### config.mk
export PLATFORM = sky130hd
export DESIGN_NAME = tcbcw_seq
export DESIGN_NICKNAME = d
export VERILOG_FILES = /design/src/rtl/tcbcw_pkg.sv /design/src/rtl/tcbcw_seq.sv
export SDC_FILE = /design/constraint.sdc
export NUM_CORES = 1
export LEC_CHECK = 0
export BUFFER_PORTS_ARGS = -buffer_cell sky130_fd_sc_hd__buf_2
export CAP_MARGIN = 20
export CORE_AREA = 10 10 47 49
export CTS_CLUSTER_SIZE = 40
export DETAILED_ROUTE_END_ITERATION = 16
export DIE_AREA = 0 0 57 59
export PLACE_DENSITY = 0.8
export REMOVE_ABC_BUFFERS = 1
export SYNTH_ARGS = -nofsm -noshare
export SYNTH_HDL_FRONTEND = slang
export SYNTH_SLANG_ARGS = --single-unit
### constraint.sdc
create_clock -name clock -period 6.05 [get_ports clock]
set_input_delay 1.815 -clock clock [delete_from_list [all_inputs] [get_ports clock]]
set_output_delay 1.815 -clock clock [all_outputs]
set_load 0.1 [all_outputs]
### src/rtl/tcbcw_pkg.sv
package tcbcw_pkg;

   // request function codes
   localparam logic [2:0] FN_PUT     = 3'd0;
   localparam logic [2:0] FN_MOVE    = 3'd1;
   localparam logic [2:0] FN_CLR_ROW = 3'd2;
   localparam logic [2:0] FN_CLR_ALL = 3'd3;
   localparam logic [2:0] FN_READ    = 3'd4;

   // character codes with a meaning of their own
   localparam logic [7:0] CH_NUL   = 8'h00;
   localparam logic [7:0] CH_BEL   = 8'h07;
   localparam logic [7:0] CH_BS    = 8'h08;
   localparam logic [7:0] CH_TAB   = 8'h09;
   localparam logic [7:0] CH_LF    = 8'h0a;
   localparam logic [7:0] CH_VT    = 8'h0b;
   localparam logic [7:0] CH_FF    = 8'h0c;
   localparam logic [7:0] CH_CR    = 8'h0d;
   localparam logic [7:0] CH_SPACE = 8'h20;

   // relative move directions
   localparam logic [1:0] DIR_UP    = 2'd0;
   localparam logic [1:0] DIR_DOWN  = 2'd1;
   localparam logic [1:0] DIR_LEFT  = 2'd2;
   localparam logic [1:0] DIR_RIGHT = 2'd3;

   // tab stops every 4 columns
   localparam int TAB_SHIFT = 2;
   localparam int TAB_STEP  = 1 << TAB_SHIFT;

   typedef enum logic [1:0] {
      ST_OK,
      ST_MOVE_RANGE,
      ST_OVERFLOW,
      ST_UNSUPPORTED
   } status_type;

   typedef enum logic [3:0] {
      UOP_NONE,
      UOP_LF,
      UOP_CR,
      UOP_TAB,
      UOP_BS,
      UOP_UNSUP,
      UOP_MOVE,
      UOP_CLR_ROW,
      UOP_CLR_ALL,
      UOP_READ,
      UOP_STORE,
      UOP_PAD,
      UOP_FIN
   } uop_type;

   typedef enum logic [1:0] {
      COND_NEVER,
      COND_NO_REQ,
      COND_NEED_PAD,
      COND_PAD_MORE
   } cond_type;

   typedef logic [3:0] upc_type;

   // microprogram addresses
   localparam upc_type UA_IDLE    = 4'd0;
   localparam upc_type UA_NOP     = 4'd1;
   localparam upc_type UA_LF      = 4'd2;
   localparam upc_type UA_CR      = 4'd3;
   localparam upc_type UA_TAB     = 4'd4;
   localparam upc_type UA_BS      = 4'd5;
   localparam upc_type UA_UNSUP   = 4'd6;
   localparam upc_type UA_MOVE    = 4'd7;
   localparam upc_type UA_CLR_ROW = 4'd8;
   localparam upc_type UA_CLR_ALL = 4'd9;
   localparam upc_type UA_READ    = 4'd10;
   localparam upc_type UA_STORE   = 4'd11;
   localparam upc_type UA_PAD     = 4'd12;
   localparam upc_type UA_FIN     = 4'd13;

   // one control word: datapath op, jump condition and target, dispatch, end of item
   typedef struct packed {
      uop_type  uop;
      cond_type cond;
      upc_type  target;
      logic     dispatch;
      logic     done;
   } cw_type;

   typedef struct packed {
      uop_type uop;
      logic    en;
      logic    accept;
      logic    finish;
      logic    idle;
   } ctrl_type;

   typedef struct packed {
      logic need_pad;
      logic pad_more;
   } flags_type;

   typedef struct packed {
      status_type  status;
      logic [7:0]  cell_char;
      logic [7:0]  row_length;
      logic [7:0]  cursor_x;
      logic [5:0]  cursor_y;
      logic [5:0]  rows_used;
   } rsp_type;

   // next = hold ? current : jump ? target : dispatch ? decoded entry : done ? idle : next address
   function automatic cw_type ucode_rom(upc_type a);
      cw_type w;
      w.uop      = UOP_NONE;
      w.cond     = COND_NEVER;
      w.target   = UA_IDLE;
      w.dispatch = 1'b0;
      w.done     = 1'b1;
      unique case (a)
         UA_IDLE: begin
            w.cond     = COND_NO_REQ;
            w.dispatch = 1'b1;
            w.done     = 1'b0;
         end
         UA_NOP:     w.uop = UOP_NONE;
         UA_LF:      w.uop = UOP_LF;
         UA_CR:      w.uop = UOP_CR;
         UA_TAB:     w.uop = UOP_TAB;
         UA_BS:      w.uop = UOP_BS;
         UA_UNSUP:   w.uop = UOP_UNSUP;
         UA_MOVE:    w.uop = UOP_MOVE;
         UA_CLR_ROW: w.uop = UOP_CLR_ROW;
         UA_CLR_ALL: w.uop = UOP_CLR_ALL;
         UA_READ:    w.uop = UOP_READ;
         UA_STORE: begin
            w.uop    = UOP_STORE;
            w.cond   = COND_NEED_PAD;
            w.target = UA_PAD;
         end
         UA_PAD: begin
            w.uop    = UOP_PAD;
            w.cond   = COND_PAD_MORE;
            w.target = UA_PAD;
            w.done   = 1'b0;
         end
         UA_FIN:     w.uop = UOP_FIN;
         default: begin
            w.cond     = COND_NO_REQ;
            w.dispatch = 1'b1;
            w.done     = 1'b0;
         end
      endcase
      return w;
   endfunction

   function automatic upc_type dispatch_addr(logic [2:0] f, logic [7:0] ch);
      upc_type a;
      a = UA_NOP;
      case (f)
         FN_PUT: begin
            case (ch) inside
               CH_NUL:                a = UA_NOP;
               CH_LF:                 a = UA_LF;
               CH_CR:                 a = UA_CR;
               CH_TAB:                a = UA_TAB;
               CH_BS:                 a = UA_BS;
               CH_BEL, CH_VT, CH_FF:  a = UA_UNSUP;
               default:               a = UA_STORE;
            endcase
         end
         FN_MOVE:    a = UA_MOVE;
         FN_CLR_ROW: a = UA_CLR_ROW;
         FN_CLR_ALL: a = UA_CLR_ALL;
         FN_READ:    a = UA_READ;
         default:    a = UA_NOP;
      endcase
      return a;
   endfunction

endpackage

### src/rtl/tcbcw_seq.sv
module tcbcw_seq
   import tcbcw_pkg::*;
(
   input  logic       clock,
   input  logic       reset,
   input  logic       req_valid,
   input  logic [2:0] req_func,
   input  logic [7:0] req_char_code,
   input  flags_type  flags,
   input  logic       out_busy,
   output ctrl_type   ctrl
);

   upc_type upc_ff;
   upc_type upc_in;
   cw_type  cw;
   logic    jump;
   logic    finishing;
   logic    hold;

   always_comb begin
      cw = ucode_rom(upc_ff);
      case (cw.cond)
         COND_NO_REQ:   jump = !req_valid;
         COND_NEED_PAD: jump = flags.need_pad;
         COND_PAD_MORE: jump = flags.pad_more;
         default:       jump = 1'b0;
      endcase
      finishing = cw.done && !jump;
      // last step waits while the result register is still occupied
      hold = finishing && out_busy;

      if (hold) begin
         upc_in = upc_ff;
      end else if (jump) begin
         upc_in = cw.target;
      end else if (cw.dispatch) begin
         upc_in = dispatch_addr(req_func, req_char_code);
      end else if (cw.done) begin
         upc_in = UA_IDLE;
      end else begin
         upc_in = upc_ff + 1'b1;
      end

      ctrl.uop    = cw.uop;
      ctrl.en     = !hold;
      ctrl.idle   = (upc_ff == UA_IDLE);
      ctrl.accept = (upc_ff == UA_IDLE) && req_valid;
      ctrl.finish = finishing && !hold;
   end

   always_ff @(posedge clock) begin
      if (reset) begin
         upc_ff <= UA_IDLE;
      end else begin
         upc_ff <= upc_in;
      end
   end

   a_accept_leaves_idle: assert property (@(posedge clock) disable iff (reset)
      ctrl.accept |=> !ctrl.idle)
      else $error("sequencer stayed idle after a transfer");

   a_finish_returns_idle: assert property (@(posedge clock) disable iff (reset)
      ctrl.finish |=> ctrl.idle)
      else $error("sequencer did not return to idle after finishing");

endmodule

## Word level (Yosys, flattened, before mapping)

Index checks and enable logic that the tools add are counted.
Widths: inputs -> output; s select.

| cells by class | value |
|---|---|
| add/sub/neg operators | 1 |
| $mul | 0 |
| div/mod/pow operators | 0 |
| magnitude comparators | 0 |
| equality and inequality tests | 27 |
| shift-type cells | 0 |
| mux-type cells | 15 |
| bitwise gates (word level) | 0 |
| reduce and logical (&&, ||, !) cells | 15 |

Operators with widths:

| kind | number |
|---|---|
| $eq 8x4->1 const B | 6 |
| $pmux 4 s12 | 1 |
| $mux 4 | 10 |
| $eq 4x4->1 const B | 6 |
| $pmux 4 s5 | 1 |
| $eq 4x3->1 const B | 4 |
| $reduce_or 13->1 | 1 |
| $reduce_or 12->1 | 1 |
| $reduce_or 11->1 | 1 |
| $eq 4x2->1 const B | 2 |
| $eq 8x3->1 const B | 1 |
| $logic_not 8->1 | 1 |
| $eq 3x2->1 const B | 2 |
| $pmux 2 s3 | 1 |
| $add 4x1->4 const B | 1 |
| $eq 2x2->1 const B | 2 |
| $eq 4x1->1 const B | 1 |
| $logic_and 1x1->1 | 4 |
| $logic_not 4->1 | 1 |
| $eq 3x1->1 const B | 1 |
| $eq 3x3->1 const B | 1 |
| $logic_not 1->1 | 3 |
| $logic_not 3->1 | 1 |
| $pmux 1 s3 | 1 |
| 4 further kinds | 4 |

| storage, ports and cells | value |
|---|---|
| register bits | 4 |
| latch bits | 0 |
| RAM bits | 0 |
| memory bits (read-only) | 0 |
| bits of input ports | 17 |
| output and inout bits | 8 |
| logic and storage cells | 59 |
| memories kept | 0 |

## Depth between registers and ports, before layout

Gate-level depths: netlist (run 1).

| depth | value |
|---|---|
| word-level depth | 11 |
| depth in mapped cells | 8 |
| mapped depth without buffers | 7 |

## Least setup slack after synthesis (run 1)

Ideal clock, no wire load.

| path | value |
|---|---|
| kind | input -> output |
| start | input flags[1] (netlist bit) |
| end | output ctrl[1] (netlist bit) |
| arrival | 4.193 ns |
| data required time | 4.235 ns |
| setup slack | 0.042 ns |
| stages | 4 |
| path through | nand4b_1 o21ai_1 a21o_1 nor3_1 |

RTL lines:

| item | RTL line | source |
|---|---|---|
| start, declared | tcbcw_seq.sv:9 | `input flags_type flags,` |
| end, declared | tcbcw_seq.sv:11 | `output ctrl_type ctrl` |

==> results of run 1 <==
-- worst paths after layout --
path,depth (start not counted),from,slack [ps],endpoint
min,2,upc_ff[1],670,upc_ff[1]
min reg2reg,2,upc_ff[1],670,upc_ff[1]
max reg2reg,7,upc_ff[0],4150,upc_ff[3]
max,6,flags[1],1280,ctrl[3]
-- cells in the final DEF (no fill, tap or decap), drive strengths merged, types with 2 or more instances in the layout --
cell | Yosys | layout
inv | 5 | 5
nor2 | 11 | 11
ha | 4 | 4
o21ai | 9 | 9
nand2 | 4 | 4
o21a | 2 | 2
a21oi | 7 | 7
dfxtp | 4 | 4
nand3 | 2 | 2
nor3 | 5 | 5
buf | 3 | 24
a21o | 4 | 4
a211oi | 4 | 4
or4 | 2 | 2
o31a | 2 | 2
nand4b | 2 | 2
clkbuf | 1 | 3
-- through the flow --
| step | hold WS (ps) | utilization | setup slack, ps |
|---|---|---|---|
| 2_1_floorplan | 578.1 | - | 41.97 |
| 3_3_place_gp | 616.7 | 0.5429 | 1317 |
| 3_5_place_dp | 658.5 | 0.5429 | 1286 |
| 4_1_cts | 672.9 | 0.5589 | 1284 |
| 5_1_grt | 723.2 | 0.5589 | 1221 |
| 6_report | 673.9 | 0.5589 | 1278 |
-- final cells by class --
cell class	instances	area [µm²]
Timing Repair Buffer	24	120.1
Fill cell	150	618.1
Inverter	5	18.77
Tap cell	16	20.02
Multi-Input combinational cell	78	521.8
Clock buffer	3	22.52
Sequential cell	4	80.08
-- per-layer routing --
metal,wire [µm],track usage
met2,788,0.1457
met4,8,0.03691
met5,0,0
met3,156,0.05579
met1,804,0.1167
-- cell families (layout without fill, tap and decap cells) --
logic type	count (synthesis)	after routing	share of synthesized area
buf+inv	9	32	0.06963
mux	2	2	0.03288
compound gates	37	37	0.3907
fa+ha+maj	4	4	0.07737
simple gates	35	35	0.3057
flops	4	4	0.1238
-- critical path, cell delays in order --
cell and delay, ps:
buf_2 100, nand4b_1 80, o21ai_1 110, a21o_1 210, or3b_1 340, buf_2 300
==> impl_metrics.toml, run 1 <==
[status]
status = "complete, no violations"

[placement]
dp.cells = 127
port_buffers = 24
dp_hpwl_um = 1442
place_area_um2 = 760.7
finalWeightedCongestion = 0.9143

[clock_tree]
worstSkewPairLatency_ps = 230
cts_tree = "built"
htree_levels = 1
cts-hold-fix-buffers = 0
cts_setup_buffers = 0
path_clk_slew_ps = 30
clock_sinks = 4
cts_buffers = 3
post_cts_resized = 0
cts_root_buf = "clkbuf_4"
clock_path_buffers = 2

[drt]
drc = 0
vias_per_cell = 5.885
drtAntennaViolNets = 0
drt_wl_total_um = 1757
wire_per_inst_um = 13.52
drtPass1Iterations = 4
vias = 765
drt-initial-drc-count = 14

[worst_setup_path]
start_kind = "input port"
critPathRequiredTime_ps = 4240
path_class = "input port to output port"
worstPathMaxFanout = 4
cp.arrival_ps = 2960
end_kind = "output port"

[floorplanning]
core_mm2 = 0.001401
start_util = 0.4616
num_io_pins = 25
fp.dieW_um = 57
core.rowCount = 14
die_h_um = 59
floorplan.die_area_mm2 = 0.003363

[layout]
antenna_cells = 0
fin_area_um2 = 783.3
largest_reg_flops = 4
layout-drive-gt1-share = 0.2895
final_nets = 137
reg_top3 = "upc_ff (4)"
layoutNonFillerInstCount = 130
area_delta_synth_final_pct = 21.08
largest_register = "upc_ff"

[synthesis]
synth_enable_flop_cells = 0
synth-async-reset-ratio = 0
synth_top_area_share = 0.1238
seq_area_frac_synth = 0.1238
synthTopCellsByCount = "nor2_1 (10), a21oi_1 (7), inv_1 (5), nor3_1 (5), o21ai_1 (5)"
netlist_area_um2 = 646.9
synthFlopType = "dfxtp_1"
yosysMostFrequentCell = "nor2_1"
synth_warnings = 0
syn_inst = 91
avgSynthCellArea_um2 = 7.108
synth_cell_type_count = 41
synth_seq_cells = 4
yosys.area.top_type = "dfxtp_1"
synthTopCellsByArea = "dfxtp_1 (12%), ha_1 (7.7%), nor2_1 (5.8%)"

[global_routing]
grt_max_degree = 13
grt_pass1_vias = 698
antenna_found_initial = 0
grt_pass1_wl_um = 2856
grtUsageTotal = 0.09900
gr-total-overflow = 0

[sta]
final-setup-viol-count = 0
tightest_slew_ps = 490.2
max_freq_mhz = 209.5
finalCriticalPeriod_ps = 4772
rsz0062_at_grt = "false"
slew_headroom = 0.6754
drv_slew = 0
tns_ps = 0
finalClockSkew_ps = 0.5857
fin_crit_sh = 0.7888
hold_violations = 0

[worst_hold_path]
hold_class = "register to register"

[run]
cap_violations = 0
Power of run 1 is left out: the tool's default activity adds up to more than one toggle a clock period on the data nets, which glitch-free logic cannot reach.
==> run 2: changes to the inputs <==
Settings changed: CORE_AREA 10 10 47 49 to unset, CORE_MARGIN set to 10, CORE_UTILIZATION set to 42, DIE_AREA 0 0 57 59 to unset, PLACE_DENSITY 0.8 to 0.73.
Clock period 6.05 ns to 4.06 ns, I/O delays scaled along.
==> run 2 against run 1 <==
Net effect: clock-buffer cell count unchanged; final cell count unchanged; clock skew increased by 3.7 ps; design area unchanged; worst hold slack got worse by 5.5 ps; non-clock buffer count unchanged; register-to-register slack got worse by 2100 ps; sequential share of layout area unchanged; routed wire length increased by 7.7%; global-route usage increased by 1.3 points; flip-flop and latch count unchanged; die area increased by 4.4%.
==> impl_metrics.toml, run 2 (same netlist as run 1, synthesis figures left out) <==
[drt]
drt_wl_total_um = 1892
drtAntennaViolNets = 0
vias = 779
drt-initial-drc-count = 10
drc = 0
drtPass1Iterations = 4
vias_per_cell = 5.992
wire_per_inst_um = 14.55

[global_routing]
grt_pass1_wl_um = 3222
antenna_found_initial = 0
gr-total-overflow = 0
grtUsageTotal = 0.1123
grt_pass1_vias = 760
grt_max_degree = 13

[layout]
largest_reg_flops = 4
layout-drive-gt1-share = 0.2895
final_common_cell = "buf_2"
final_nets = 137
largest_register = "upc_ff"
layoutNonFillerInstCount = 130
fin_area_um2 = 783.3
layout_common_cells = "buf_2 (24), nor2_1 (10), a21oi_1 (7)"
antenna_cells = 0
area_delta_synth_final_pct = 21.08
reg_top3 = "upc_ff (4)"
fillers = 153
final_util = 0.5261

[clock_tree]
post_cts_resized = 0
cts_buffers = 3
worstSkewPairLatency_ps = 230
cts-hold-fix-buffers = 0
cts_root_buf = "clkbuf_4"
cts_setup_buffers = 0
clock_path_buffers = 2
cts_tree = "built"
htree_levels = 1
path_clk_slew_ps = 40
clock_sinks = 4

[worst_hold_path]
whs_path_depth = 2
hold_class = "register to register"

[sta]
rsz0062_at_grt = "false"
drv_slew = 0
finalClockSkew_ps = 4.317
final-setup-viol-count = 0
worst_slack_ps = 482.2
slew_headroom = 0.6745
tightest_slew_ps = 491.6
finalCriticalPeriod_ps = 3578
hold_violations = 0
max_freq_mhz = 279.5
fin_crit_sh = 0.8812

[worst_setup_path]
path_buf_inv = 2
start_kind = "input port"
critPathTopFamily = "simple AND/OR/NAND/NOR gates"
end_kind = "output port"
crit_chain = "buf_2, nand4b_1, o21ai_1, a21o_1, or3b_1, buf_2"
max_stage_delay_ps = 340
worstPathMaxFanout = 4
path_class = "input port to output port"
cp.arrival_ps = 2360
cp_common_cell = "buf_2"
crit_path_top_delay_cell = "or3b_1"
critPathRequiredTime_ps = 2840
ff2ff_path_depth = 7
cp.depth = 6

[placement]
place_area_um2 = 760.7
port_buffers = 24
finalWeightedCongestion = 0.9053
dp_hpwl_um = 1537
dp.cells = 127
post-place-ws_ps = 484.1

[floorplanning]
core_mm2 = 0.001489
fp.dieW_um = 59.25
die_h_um = 59.25
core.rowCount = 14
start_util = 0.4345
floorplan.die_area_mm2 = 0.003510
num_io_pins = 25

[status]
status = "complete, no violations"

[run]
cap_violations = 0
==> run 2: final cells by class <==
| type | instances | area [µm²] | area share |
|---|---|---|---|
| Clock buffer | 3 | 22.52 | 0.02875 |
| Inverter | 5 | 18.77 | 0.02396 |
| Multi-Input combinational cell | 78 | 521.8 | 0.6661 |
| Sequential cell | 4 | 80.08 | 0.1022 |
| Tap cell | 16 | 20.02 | 0.02556 |
| Timing Repair Buffer | 24 | 120.1 | 0.1534 |
==> run 2: metal layers <==
layer,share of wire,GRT usage,vias up,routed length [µm]
met3,0.10,0.05579,0,189
met1,0.41,0.1257,362,767
met4,0,0.03607,0,0
li1,-,-,389,-
met5,0,0,-,0
met2,0.49,0.1798,28,935
==> run 2: worst min-delay path, cell delays in order (launching register included) <==
cell	delay (ps)
dfxtp_1	360
a31oi_1	160
a211oi_1	90
==> run 2: path summary, 6_finish.rpt <==
check / slack [ps] / from / endpoint
setup / recovery: 480 / flags[1] / ctrl[3]
hold / removal: 670 / upc_ff[0] / upc_ff[0]
setup reg to reg: 2080 / upc_ff[0] / upc_ff[3]
hold reg to reg: 670 / upc_ff[0] / upc_ff[0]
==> run 2: stage by stage <==
step / hold WS, ps / TNS, ps
2_1_floorplan: 578.1 / -1775
3_3_place_gp: 628.2 / 0
3_5_place_dp: 637.5 / 0
4_1_cts: 652.3 / 0
5_1_grt: 727.0 / 0
6_report: 668.4 / 0
Power of run 2 is left out for the same reason.
